## config.mk

```make
export PLATFORM = sky130hd
export DESIGN_NAME = bitmap_block_allocator
export DESIGN_NICKNAME = d
export VERILOG_FILES = /design/src/rtl/bba_pkg.sv /design/src/rtl/bitmap_block_allocator.sv /design/src/rtl/bba_flag_mem.sv
export SDC_FILE = /design/constraint.sdc
export NUM_CORES = 1
export LEC_CHECK = 0
export BUFFER_PORTS_ARGS = -buffer_cell sky130_fd_sc_hd__buf_2
export CAP_MARGIN = 10
export CORE_ASPECT_RATIO = 1.1
export CORE_MARGIN = 5
export CORE_UTILIZATION = 60
export DETAILED_ROUTE_END_ITERATION = 8
export PLACE_DENSITY = 0.82
export RECOVER_POWER = 25
export SLEW_MARGIN = 20
export SYNTH_ARGS = -nofsm -noshare
export SYNTH_HDL_FRONTEND = slang
export SYNTH_HIERARCHICAL = 1
export SYNTH_SLANG_ARGS = --single-unit
```

## constraint.sdc

```tcl
create_clock -name i_clk -period 22.3 [get_ports i_clk]
set_clock_uncertainty 0.05 [all_clocks]
set_input_delay 4.46 -clock i_clk [delete_from_list [all_inputs] [get_ports i_clk]]
set_output_delay 4.46 -clock i_clk [all_outputs]
set_load 0.01 [all_outputs]
```

## src/rtl/bba_pkg.sv

```systemverilog
// Shared types and constants for the bitmap block allocator.
`default_nettype none

package bba_pkg;

    localparam int ADDR_W          = 48;
    localparam int IDX_OUT_W       = 6;
    localparam int S_DATA_W        = 48;
    localparam int M_DATA_W        = 56;
    localparam int NUM_BLOCKS_DEF  = 64;
    localparam int BLOCK_BYTES_DEF = 1048576;

    typedef enum logic [2:0] {
        S_CLEAR,
        S_IDLE,
        S_ALLOC_RD,
        S_ALLOC_TEST,
        S_FREE_TEST,
        S_DONE
    } t_state;

    typedef enum logic {
        ACT_ALLOC = 1'b0,
        ACT_FREE  = 1'b1
    } t_action;

endpackage

`default_nettype wire

```

## src/rtl/bitmap_block_allocator.sv

```systemverilog
// Bitmap block allocator: top level with the scan sequencer and the shared adder.
// An allocate reads and tests one block flag at a time, in S_ALLOC_RD and then S_ALLOC_TEST.
// A free compares the address against one block boundary at a time in S_FREE_TEST.
// Both scans use the one shared 48-bit adder and the single-port flag memory.
// One item at a time; the next item can be accepted in the cycle after the result is taken.
// After reset a clearing pass marks every block free.
`default_nettype none

module bitmap_block_allocator
    import bba_pkg::*;
#(
    parameter int NUM_BLOCKS  = NUM_BLOCKS_DEF,
    parameter int BLOCK_BYTES = BLOCK_BYTES_DEF
) (
    input  wire logic                i_clk,
    input  wire logic                i_rst_n,
    input  wire logic                i_cfg_we,
    input  wire logic [ADDR_W-1:0]   i_cfg_wdata,
    input  wire logic                s_axis_tvalid,
    output logic                     s_axis_tready,
    // address [47:0]
    input  wire logic [S_DATA_W-1:0] s_axis_tdata,
    // action [0]
    input  wire logic                s_axis_tuser,
    output logic                     m_axis_tvalid,
    input  wire logic                m_axis_tready,
    // result_address [47:0], from_pool [48], block_index [54:49], zero [55]
    output logic [M_DATA_W-1:0]      m_axis_tdata
);

    localparam int IDX_W = $clog2(NUM_BLOCKS);
    localparam logic [IDX_W-1:0]  LAST_IDX = IDX_W'(NUM_BLOCKS - 1);
    localparam logic [ADDR_W-1:0] BB      = ADDR_W'(BLOCK_BYTES);

    t_state            r_state, n_state;
    logic [IDX_W-1:0]  r_k, n_k;
    logic [ADDR_W-1:0] r_acc, n_acc;
    logic [ADDR_W-1:0] r_off, n_off;
    logic [ADDR_W-1:0] r_pool_base;
    logic [ADDR_W-1:0] r_res_addr, n_res_addr;
    logic              r_from_pool, n_from_pool;
    logic [IDX_W-1:0]  r_res_idx, n_res_idx;

    logic [ADDR_W-1:0] add_a, add_b, add_sum;
    logic              add_cin;
    logic              mem_we, mem_wdata, mem_rdata;

    assign add_sum = add_a + add_b + ADDR_W'(add_cin);

    bba_flag_mem #(
        .DEPTH (NUM_BLOCKS),
        .IDX_W (IDX_W)
    ) u_flag_mem (
        .i_clk   (i_clk),
        .i_addr  (r_k),
        .i_we    (mem_we),
        .i_wdata (mem_wdata),
        .o_rdata (mem_rdata)
    );

    always_ff @(posedge i_clk) begin
        if (!i_rst_n) begin
            r_state     <= S_CLEAR;
            r_k         <= '0;
            r_pool_base <= '0;
        end else begin
            r_state <= n_state;
            r_k     <= n_k;
            if (i_cfg_we) begin
                r_pool_base <= i_cfg_wdata;
            end
        end
    end

    always_ff @(posedge i_clk) begin
        r_acc       <= n_acc;
        r_off       <= n_off;
        r_res_addr  <= n_res_addr;
        r_from_pool <= n_from_pool;
        r_res_idx   <= n_res_idx;
    end

    always_comb begin
        n_state     = r_state;
        n_k         = r_k;
        n_acc       = r_acc;
        n_off       = r_off;
        n_res_addr  = r_res_addr;
        n_from_pool = r_from_pool;
        n_res_idx   = r_res_idx;
        add_a       = r_acc;
        add_b       = BB;
        add_cin     = 1'b0;
        mem_we      = 1'b0;
        mem_wdata   = 1'b0;
        case (r_state)
            S_CLEAR: begin
                mem_we    = 1'b1;
                mem_wdata = 1'b0;
                n_k       = r_k + 1'b1;
                if (r_k == LAST_IDX) begin
                    n_k     = '0;
                    n_state = S_IDLE;
                end
            end
            S_IDLE: begin
                add_a   = s_axis_tdata[ADDR_W-1:0];
                add_b   = ~r_pool_base;
                add_cin = 1'b1;
                if (s_axis_tvalid) begin
                    n_off       = add_sum;
                    n_k         = '0;
                    n_acc       = '0;
                    n_res_addr  = '0;
                    n_from_pool = 1'b0;
                    n_res_idx   = '0;
                    n_state     = (t_action'(s_axis_tuser) == ACT_FREE) ? S_FREE_TEST
                                                                       : S_ALLOC_RD;
                end
            end
            S_ALLOC_RD: begin
                n_state = S_ALLOC_TEST;
            end
            S_ALLOC_TEST: begin
                if (!mem_rdata) begin
                    add_b       = r_pool_base;
                    mem_we      = 1'b1;
                    mem_wdata   = 1'b1;
                    n_res_addr  = add_sum;
                    n_from_pool = 1'b1;
                    n_res_idx   = r_k;
                    n_state     = S_DONE;
                end else if (r_k == LAST_IDX) begin
                    n_state = S_DONE;
                end else begin
                    n_acc   = add_sum;
                    n_k     = r_k + 1'b1;
                    n_state = S_ALLOC_RD;
                end
            end
            S_FREE_TEST: begin
                if (r_off < add_sum) begin
                    mem_we      = 1'b1;
                    mem_wdata   = 1'b0;
                    n_from_pool = 1'b1;
                    n_res_idx   = r_k;
                    n_state     = S_DONE;
                end else if (r_k == LAST_IDX) begin
                    n_state = S_DONE;
                end else begin
                    n_acc = add_sum;
                    n_k   = r_k + 1'b1;
                end
            end
            S_DONE: begin
                if (m_axis_tready) begin
                    n_state = S_IDLE;
                end
            end
            default: begin
                n_state = S_IDLE;
            end
        endcase
    end

    assign s_axis_tready = (r_state == S_IDLE);
    assign m_axis_tvalid = (r_state == S_DONE);
    assign m_axis_tdata  = {1'b0, IDX_OUT_W'(r_res_idx), r_from_pool, r_res_addr};

    // The block never takes a new item while a result is waiting.
    assert property (@(posedge i_clk) disable iff (!i_rst_n)
        !(s_axis_tready && m_axis_tvalid))
        else $error("input ready while a result is pending");

    // An accepted item starts work, so the input side closes on the next cycle.
    assert property (@(posedge i_clk) disable iff (!i_rst_n)
        (s_axis_tvalid && s_axis_tready) |=> !s_axis_tready)
        else $error("ready held after an item was accepted");

    // A miss or an outside address reports zero address and zero index.
    assert property (@(posedge i_clk) disable iff (!i_rst_n)
        (m_axis_tvalid && !m_axis_tdata[ADDR_W]) |->
        (m_axis_tdata[ADDR_W-1:0] == '0 && m_axis_tdata[ADDR_W+IDX_OUT_W:ADDR_W+1] == '0))
        else $error("non-zero payload on a result not served by the pool");

    // The flag memory is only written during clearing or on a decided hit.
    assert property (@(posedge i_clk) disable iff (!i_rst_n)
        mem_we |-> (r_state == S_CLEAR || r_state == S_ALLOC_TEST || r_state == S_FREE_TEST))
        else $error("flag memory written outside the scan");

    // A result is held stable until it is taken.
    assert property (@(posedge i_clk) disable iff (!i_rst_n)
        (m_axis_tvalid && !m_axis_tready) |=> (m_axis_tvalid && $stable(m_axis_tdata)))
        else $error("pending result changed before it was taken");

endmodule

`default_nettype wire

```

## src/rtl/bba_flag_mem.sv

```systemverilog
// Single-port memory of per-block used flags with a registered read.
`default_nettype none

module bba_flag_mem #(
    parameter int DEPTH = 64,
    parameter int IDX_W = 6
) (
    input  wire logic             i_clk,
    input  wire logic [IDX_W-1:0] i_addr,
    input  wire logic             i_we,
    input  wire logic             i_wdata,
    output logic                  o_rdata
);

    logic r_mem [DEPTH];

    always_ff @(posedge i_clk) begin
        if (i_we) begin
            r_mem[i_addr] <= i_wdata;
        end
        o_rdata <= r_mem[i_addr];
    end

endmodule

`default_nettype wire

```

==> out/results.env, run 1 <==
SYNTH_AREA_PER_CELL_UM2=9.816
INITIALDRTVIOLATIONCOUNT=1187
SYNTH_WARNINGS=6
SYNTH.TOP_CELLS.BY_AREA='edfxtp_1, ha_1, dfxtp_1'
NETLIST_INSTANCES=1694
ENDPOINT_KIND='register'
HOLDBUFCOUNTCTS=0
NETLIST.AREA_LEADER.SHARE=0.3883
AREA_DELTA_SYNTH_FINAL_PCT=12.02
FP.DIEW_UM=168.7
PATH_CLASS='input pin to register'
GP_ROUTABILITY_CONGESTION=1.012
INITIAL_UTILIZATION=0.6037
BOUNDARYPINS=160
DRC=0
FP.DIEH_UM=184.6
POWER.LEAKAGE_nW=7.433
WORST_EP_REQUIRED_TIME_PS=22510
CTS-ROOT-BUF='clkbuf_16'
CORE_UM2=27550
CLOCK-SINKS=273
ARRIVAL_PS=10590
LAYOUT.FILLER_CELLS=2073
PATH_CLK_SLEW_PS=60
FINALSETUPVIOLATIONS=0
SYNTHFLOPTYPE='edfxtp_1'
WORST_SETUP_PATH_START_KIND='input pin'
NUMPLACEDINSTANCES=2132
FINISH.CELL_COUNT_WITHOUT_FILLERS=2187
DETAILEDROUTE.FIRSTPASSITERATIONCOUNT=7
GRT_SETUP_UNREPAIRED='false'
SLEW_HEADROOM=-1.461
CRITICAL_PATH.MAX_STAGE_DELAY_PS=610
OUTCOME='finished, violations left'
IRDROPWORSTVDD_V=0.00006580
COMBINED_AREA_OF_ALL_SYNTHESIZED_CELLS_UM2=16630
ANTENNA_VIOLATING_NETS_POST_ROUTE=0
HOLD_PATH_END='r_pool_base[2]'
PORT_BUFFERS=158
VIAS_CELL=6.174
WORST_HOLD_PATH.NUM_CELLS=2
DIE-AREA_UM2=31150
GRT.TOTAL_USAGE=0.2715
WORSTSKEWPAIRLATENCY_PS=560
WORSTPATHBUFFERINVERTERCOUNT=1
CRITICAL_PATH.TOP_DELAY_FAMILY='compound AO/OA/AOI/OAI gates'
CRIT_PATH_MAX_FANOUT=8
MAPPEDNETLISTNETS=1892
LARGEST_NET_DEGREE_AT_THE_START_OF_GLOBAL_ROUTING=79
PERIOD_MINUS_SLACK_PS=10380
VIA_COUNT=13500
TIGHTESTPINTRANSITION_PS=3692
NETLIST-CELL-TYPE-COUNT=84
R2R_END='u_flag_mem/r_mem[16]'
CTS_RESIZED=0
NUM_CTS_BUFFERS=30
WORST_R2R_STARTPOINT='r_state[1]'
MIN-DELAY-PATH-CLASS='register to register'
WIRELENGTH_UM=43530
CLOCKBUFFERDEPTH=3
SETUP_TNS_PS=0
CTS_TREE='done'
POST_CTS_SETUP_DRIVEN_BUFFER_INSERTION_COUNT=0
TIMING.FINAL.HOLD_VIOLATIONS=0
SEQUENTIAL_TO_TOTAL_AREA_SHARE_FROM_YOSYS_STAT=0.4581
FAILED_CHECKS='capacitance limit, slew limit'
LOGIC_DEPTH_OF_THE_WORST_REGISTER_TO_REGISTER_PATH=25
SLEW_VIOLATIONS=287
HPWL_UM=30890
CRIT_PATH_CELL_TRACE='buf_2 > mux2_1 > fa_1 > fa_1 > a21o_1 > a221oi_2 > o21ai_1 > a221o_1 > a311oi_1 > xor2_1 > ha_1 > nor2b_1 > o21ai_0 > nand2b_1 > a211oi_1 > o311ai_1 > nor2_1 > or3_1 > nor2b_1 > nand3_1 > nor2_1'
YS_FF_LATCH=273
CP_SLOWEST_CELL='a211oi_1'
EDFF_COUNT_SYNTH=215
DRV.MAX_CAP_VIOLATION_COUNT=6
GRT_PASS1_WL_UM=68160
LAYOUT-DRIVE-GT1-SHARE=0.1678
LIBRARY_CELL_WITH_THE_LARGEST_SUMMED_AREA_AFTER_SYNTHESIS='edfxtp_1'
OVERFLOW=0
WORST-R2R-SETUP-SLACK_PS=12800
NUM_ANTENNA_CELLS=0
MAXCLOCKFREQUENCY_GHz=0.09637
WORSTHOLDSTART='r_pool_base[2]'
FINISH.NET_COUNT=1999
YS_ASYNC_SR_FRACTION=0
ROUTED_WIRE_PER_STD_CELL_UM=19.91
ANTENNA_VIOLATIONS_BEFORE_REPAIR=1
FLOORPLAN.ROWS=64
FINAL_MIN_PERIOD_OVER_CLOCK_PERIOD=0.4653
POWERDENSITY_nW_PER_UM2=87.82
GRT_PASS1_VIAS=12760
H-TREE-DEPTH=1
worst max path at each step:
stage | from | to | depth (start not counted)
after CTS | s_axis_tdata[0] | u_flag_mem/r_mem[16] | 23
after global placement | s_axis_tdata[0] | u_flag_mem/r_mem[0] | 23
after global routing | s_axis_tdata[0] | u_flag_mem/r_mem[35] | 21
after floorplan | s_axis_tdata[0] | r_acc[0] | 19
after detailed placement | s_axis_tdata[0] | u_flag_mem/r_mem[16] | 23
final | s_axis_tdata[0] | u_flag_mem/r_mem[43] | 21
synthesized netlist by cell type, drive strengths merged (4+ instances only):
library cell,count
mux2,50
nor2b,56
mux2i,66
a211oi,17
a221o,4
xor2,21
edfxtp,215
o22ai,10
nor4,10
a21oi,132
nand2b,10
buf,33
nand4,23
nand2,128
nand3b,6
a2111oi,5
ha,94
o211ai,6
o21bai,8
mux4,8
or2,4
nor2,306
clkbuf,66
or3,12
nand3,25
a22oi,5
a21o,49
nor3,15
o21a,7
or3b,4
inv,60
a31oi,15
o21ai,54
dfxtp,58
and3,15
xnor2,25
and2,17
metrics by stage:
| step | utilization | worst slack (ps) | total power (W) | hold WS (ps) | cell area, um2 |
|---|---|---|---|---|---|
| 6_report | 0.6762 | 11920 | 0.001636 | 485.3 | 18630 |
| 5_1_grt | 0.6762 | 11510 | 0.001711 | 510.7 | 18630 |
| 4_1_cts | 0.6781 | 12080 | 0.001629 | 489.4 | 18680 |
| 3_5_place_dp | 0.6407 | 11590 | 0.001107 | 481.1 | 17650 |
| 3_3_place_gp | 0.6397 | 11740 | 0.001087 | 469.8 | 17620 |
| 2_1_floorplan | - | 9464 | 0.0009757 | 426.0 | 16630 |
sequential cells by signal (all words and copies together) (netlist names):
name / cells
r_res_addr: 48
r_pool_base: 48
r_acc: 48
r_from_pool: 1
r_k: 6
u_flag_mem/o_rdata: 1
r_state: 3
r_res_idx: 6
r_off: 48
u_flag_mem/r_mem: 64
layout make-up:
type | count | area (um2) | share of cell area
multi-input combinational | 1262 | 8413 | 0.4516
sequential | 273 | 7617 | 0.4089
clock inverter | 12 | 210.2 | 0.01128
clock buffer | 43 | 820.8 | 0.04406
inverter | 60 | 225.2 | 0.01209
timing repair buffer | 174 | 887.1 | 0.04762
tap | 363 | 454.2 | 0.02438
power breakdown:
group,leakage [nW],internal (W),switching [W]
Combinational,4.64,0.000185,0.000316
Sequential,2.29,0.000592,0.0000187
Clock,0.498,0.000323,0.000201
layer usage:
| metal | track usage | up-vias | wire length, um |
|---|---|---|---|
| li1 | - | 6308 | - |
| met5 | 0 | - | 7 |
| met1 | 0.3655 | 6396 | 17400 |
| met2 | 0.4583 | 686 | 20890 |
| met3 | 0.03711 | 111 | 3891 |
| met4 | 0.08604 | 2 | 1345 |
cells by family (layout without fill, tap and decap cells):
kind of cell	Yosys count	count (layout)	share of synthesized area
compound gates	352	352	0.1424
xor+xnor	46	46	0.02558
fa+ha+maj	96	96	0.07314
buf+inv	159	289	0.03807
flops	273	273	0.4581
mux	124	124	0.08533
other cells	1	1	0.0002255
simple gates	643	643	0.1771
cell usage in the layout (no fill, tap or decap), types with 7 or more instances in the layout:
cell,n
edfxtp_1,215
nor3_1,15
a21o_1,49
clkbuf_16,31
and3_1,14
nand2b_1,9
inv_1,58
mux2_2,49
nor2_1,302
and2_1,13
xor2_1,19
buf_4,10
nand2_1,128
nor2b_1,55
or3_1,12
o22ai_1,10
a211oi_1,15
o21ai_0,47
xnor2_1,24
clkbuf_1,19
a21oi_1,129
o21ai_1,7
nor4_1,10
nand4_1,23
ha_1,94
dfxtp_1,58
o21bai_1,8
nand3_1,24
buf_2,157
a31oi_1,12
mux2i_1,66
worst register-to-register path, stage by stage, from the launching register on:
cell and delay [ps]:
dfxtp_1 370, clkbuf_1 2310, nor2b_2 490, buf_4 390, a21oi_1 190, nor2_1 170
ha_1 320, nand4_1 280, or3_1 400, a211oi_1 270, or3_1 220, o2bb2ai_1 290
o21a_2 290, a21o_1 210, xnor2_1 100, ha_1 320, nand4_1 130, or3_1 390
nor2_1 180, nand3_1 140, o311ai_1 470, nor2_1 160, or3_1 440, nor2b_1 220
nand2_1 330, nor2_1 120
(Power assumes the default switching activity.)
==> run 2: changes to the inputs <==
- clock period: 22.3 -> 9.8 ns (I/O delays scaled with it)
==> run 2 against run 1 <==
  * The run still ends with capacitance limit, slew limit left
  * Cell count decreased by 0.18%
  * Via count shrank 1.2%
  * Clock-buffer cell count is 10 lower
  * Die area did not move
  * Global-route usage fell by 0.22 points
  * Wire length shrank 0.26%
  * Worst hold slack about the same
  * Critical endpoint is now u_flag_mem/r_mem[59]
  * Largest cell class unchanged
  * Largest power group unchanged
==> out/results.env, run 2 (synthesized netlist as in run 1, its figures left out) <==
SLEW_VIOLATIONS=297
OUTCOME='finished, violations left'
WORSTSKEWPAIRLATENCY_PS=550
GROUTE.LAYER.MET1.USAGE=0.3629
CP-STARTPOINT='r_state[1]'
GRT_SETUP_UNREPAIRED='false'
GRT_PASS1_VIAS=12790
AREA_TAKEN_BY_FLIP_FLOPS_AND_LATCHES_UM2=7617
HOLD_PATH_END='r_pool_base[5]'
ROUTED_WIRE_PER_STD_CELL_UM=19.89
PATH_CLASS='register to register'
ANTENNA_VIOLATING_NETS_POST_ROUTE=0
VIA_COUNT=13340
POWER.LEAKAGE_nW=7.389
H-TREE-DEPTH=1
DRC=0
ARRIVAL_PS=7830
FP.DIEH_UM=184.6
NUM_CTS_BUFFERS=29
MET3_USAGE=0.03024
WORST_HOLD_PATH.NUM_CELLS=2
FP.DIEW_UM=168.7
OVERFLOW=0
TIGHTESTPINTRANSITION_PS=3612
WORST_EP_REQUIRED_TIME_PS=10050
CTS-ROOT-BUF='clkbuf_16'
NUMPLACEDINSTANCES=2133
CLOCKBUFFERDEPTH=3
LOGIC_DEPTH_OF_THE_WORST_REGISTER_TO_REGISTER_PATH=23
VIAS_CELL=6.109
FAILED_CHECKS='capacitance limit, slew limit'
DIE-AREA_UM2=31150
POST-ROUTE-WORST-SETUP-SLACK_PS=2219
HPWL_UM=30730
AREA_DELTA_SYNTH_FINAL_PCT=11.35
GRT_PASS1_WL_UM=67410
FINAL_DESIGN_AREA_NO_FILL_UM2=18520
MAXCLOCKFREQUENCY_GHz=0.1319
FINAL_CELL_MIX='nor2_1, edfxtp_1, buf_2'
FINAL_MIN_PERIOD_OVER_CLOCK_PERIOD=0.7735
DETAILEDROUTE.FIRSTPASSITERATIONCOUNT=6
FINISH.CELL_COUNT_WITHOUT_FILLERS=2183
TIMING.FINAL.HOLD_VIOLATIONS=0
IRDROPWORSTVDD_V=0.0002045
GR-USAGE-MET2=0.4522
ENDPOINT_KIND='register'
NUM_ANTENNA_CELLS=0
CTS_RESIZED=0
GRT.TOTAL_USAGE=0.2692
ANTENNA_VIOLATIONS_BEFORE_REPAIR=0
POWERDENSITY_nW_PER_UM2=193.2
MIN-DELAY-PATH-CLASS='register to register'
DPL_CELL_AREA_UM2=17650
WORST_R2R_STARTPOINT='r_state[1]'
HOLDBUFCOUNTCTS=0
BOUNDARYPINS=160
DRV.MAX_CAP_VIOLATION_COUNT=6
INITIALDRTVIOLATIONCOUNT=1321
FINALSETUPVIOLATIONS=0
WORST-R2R-SETUP-SLACK_PS=2220
PATH_CLK_SLEW_PS=60
CRIT_PATH_MAX_FANOUT=38
PRECTSSETUPSLACK_PS=1883
INITIAL_UTILIZATION=0.6037
CLOCK-SINKS=273
CORE_UM2=27550
TOP_REG_BY_FLOPS='u_flag_mem/r_mem'
WORST_SETUP_PATH_START_KIND='register'
COMBINED_AREA_OF_THE_MULTI_INPUT_LOGIC_CELLS_UM2=8433
LAYOUT.FILLER_CELLS=2137
POST_CTS_SETUP_DRIVEN_BUFFER_INSERTION_COUNT=0
LARGEST_REGISTER_FF_COUNT=64
LARGEST_NET_DEGREE_AT_THE_START_OF_GLOBAL_ROUTING=68
FINALHOLDWORSTSLACK_PS=485.2
GRT.BUSIEST_LAYER='met2'
PORT_BUFFERS=158
WIRELENGTH_UM=43420
FLOORPLAN.ROWS=64
LAYOUT_COMMONEST_CELL='nor2_1'
GP_ROUTABILITY_CONGESTION=0.9995
LAYOUT-DRIVE-GT1-SHARE=0.1725
WORSTHOLDSTART='r_pool_base[5]'
R2R_END='u_flag_mem/r_mem[59]'
CTS_TREE='done'
SLEW_HEADROOM=-1.408
FINISH.NET_COUNT=1999
PERIOD_MINUS_SLACK_PS=7581
[run 2: cell count changes in the layout (fill, tap and decap cells not counted), moves of 2 or more]
cell	delta
clkinv_2	+4
and2_0	+2
bufinv_16	-4
clkbuf_16	-2
inv_6	+3
and2_1	-2
clkbuf_1	-9
buf_4	+2
[run 2: critical path, cell delays in order, from the launching register on]
cell      delay [ps]
dfxtp_1         1070
nor2_4            60
buf_4            340
mux2_4           370
fa_1             440
fa_2             380
a21o_1           210
a221o_1          390
a22oi_2          250
a31oi_2          210
a31oi_4          380
o21ai_1          140
xnor2_1          360
ha_1             190
nand4_1          170
or3_1            430
nor2_1           140
nand3_1          130
o311ai_2         410
nor2_1           150
or3_1            420
nor2b_1          220
nand3_1          280
nor2_1           120
[run 2: layout make-up]
type | count | share of cell area
Clock buffer | 33 | 0.04000
Clock inverter | 17 | 0.007974
Inverter | 60 | 0.01216
Multi-Input combinational cell | 1262 | 0.4554
Sequential cell | 273 | 0.4114
Tap cell | 363 | 0.02453
Timing Repair Buffer | 175 | 0.04852
[run 2: how the worst max path moves through the flow]
stage,depth (start not counted),slack [ps],endpoint
after global routing,22,1690,u_flag_mem/r_mem[35]
after CTS,23,2420,u_flag_mem/r_mem[27]
after floorplan,19,-250,r_acc[0]
after global placement,23,2050,u_flag_mem/r_mem[27]
after detailed placement,23,1880,u_flag_mem/r_mem[27]
final,23,2220,u_flag_mem/r_mem[59]
[run 2: metrics by stage]
step / setup TNS (ps) / utilization / total power [W]
global placement: 0 / 0.6409 / 0.002486
finish: 0 / 0.6722 / 0.003577
CTS: 0 / 0.6731 / 0.003569
global route: 0 / 0.6722 / 0.003754
detailed placement: 0 / 0.6409 / 0.002518
floorplan: -12070 / - / 0.002224
[run 2: power breakdown]
part | switching, W | leakage, nW | internal (W)
combinational | 0.000712 | 4.66 | 0.000422
sequential | 0.0000440 | 2.29 | 0.00135
clock | 0.000459 | 0.438 | 0.000593
total | 0.00122 | 7.39 | 0.00236
[run 2: layer usage]
metal | routed length [um] | up-vias
li1 | - | 6295
met5 | 0 | -
met3 | 3631 | 120
met1 | 17720 | 6293
met2 | 20480 | 628
met4 | 1588 | 0
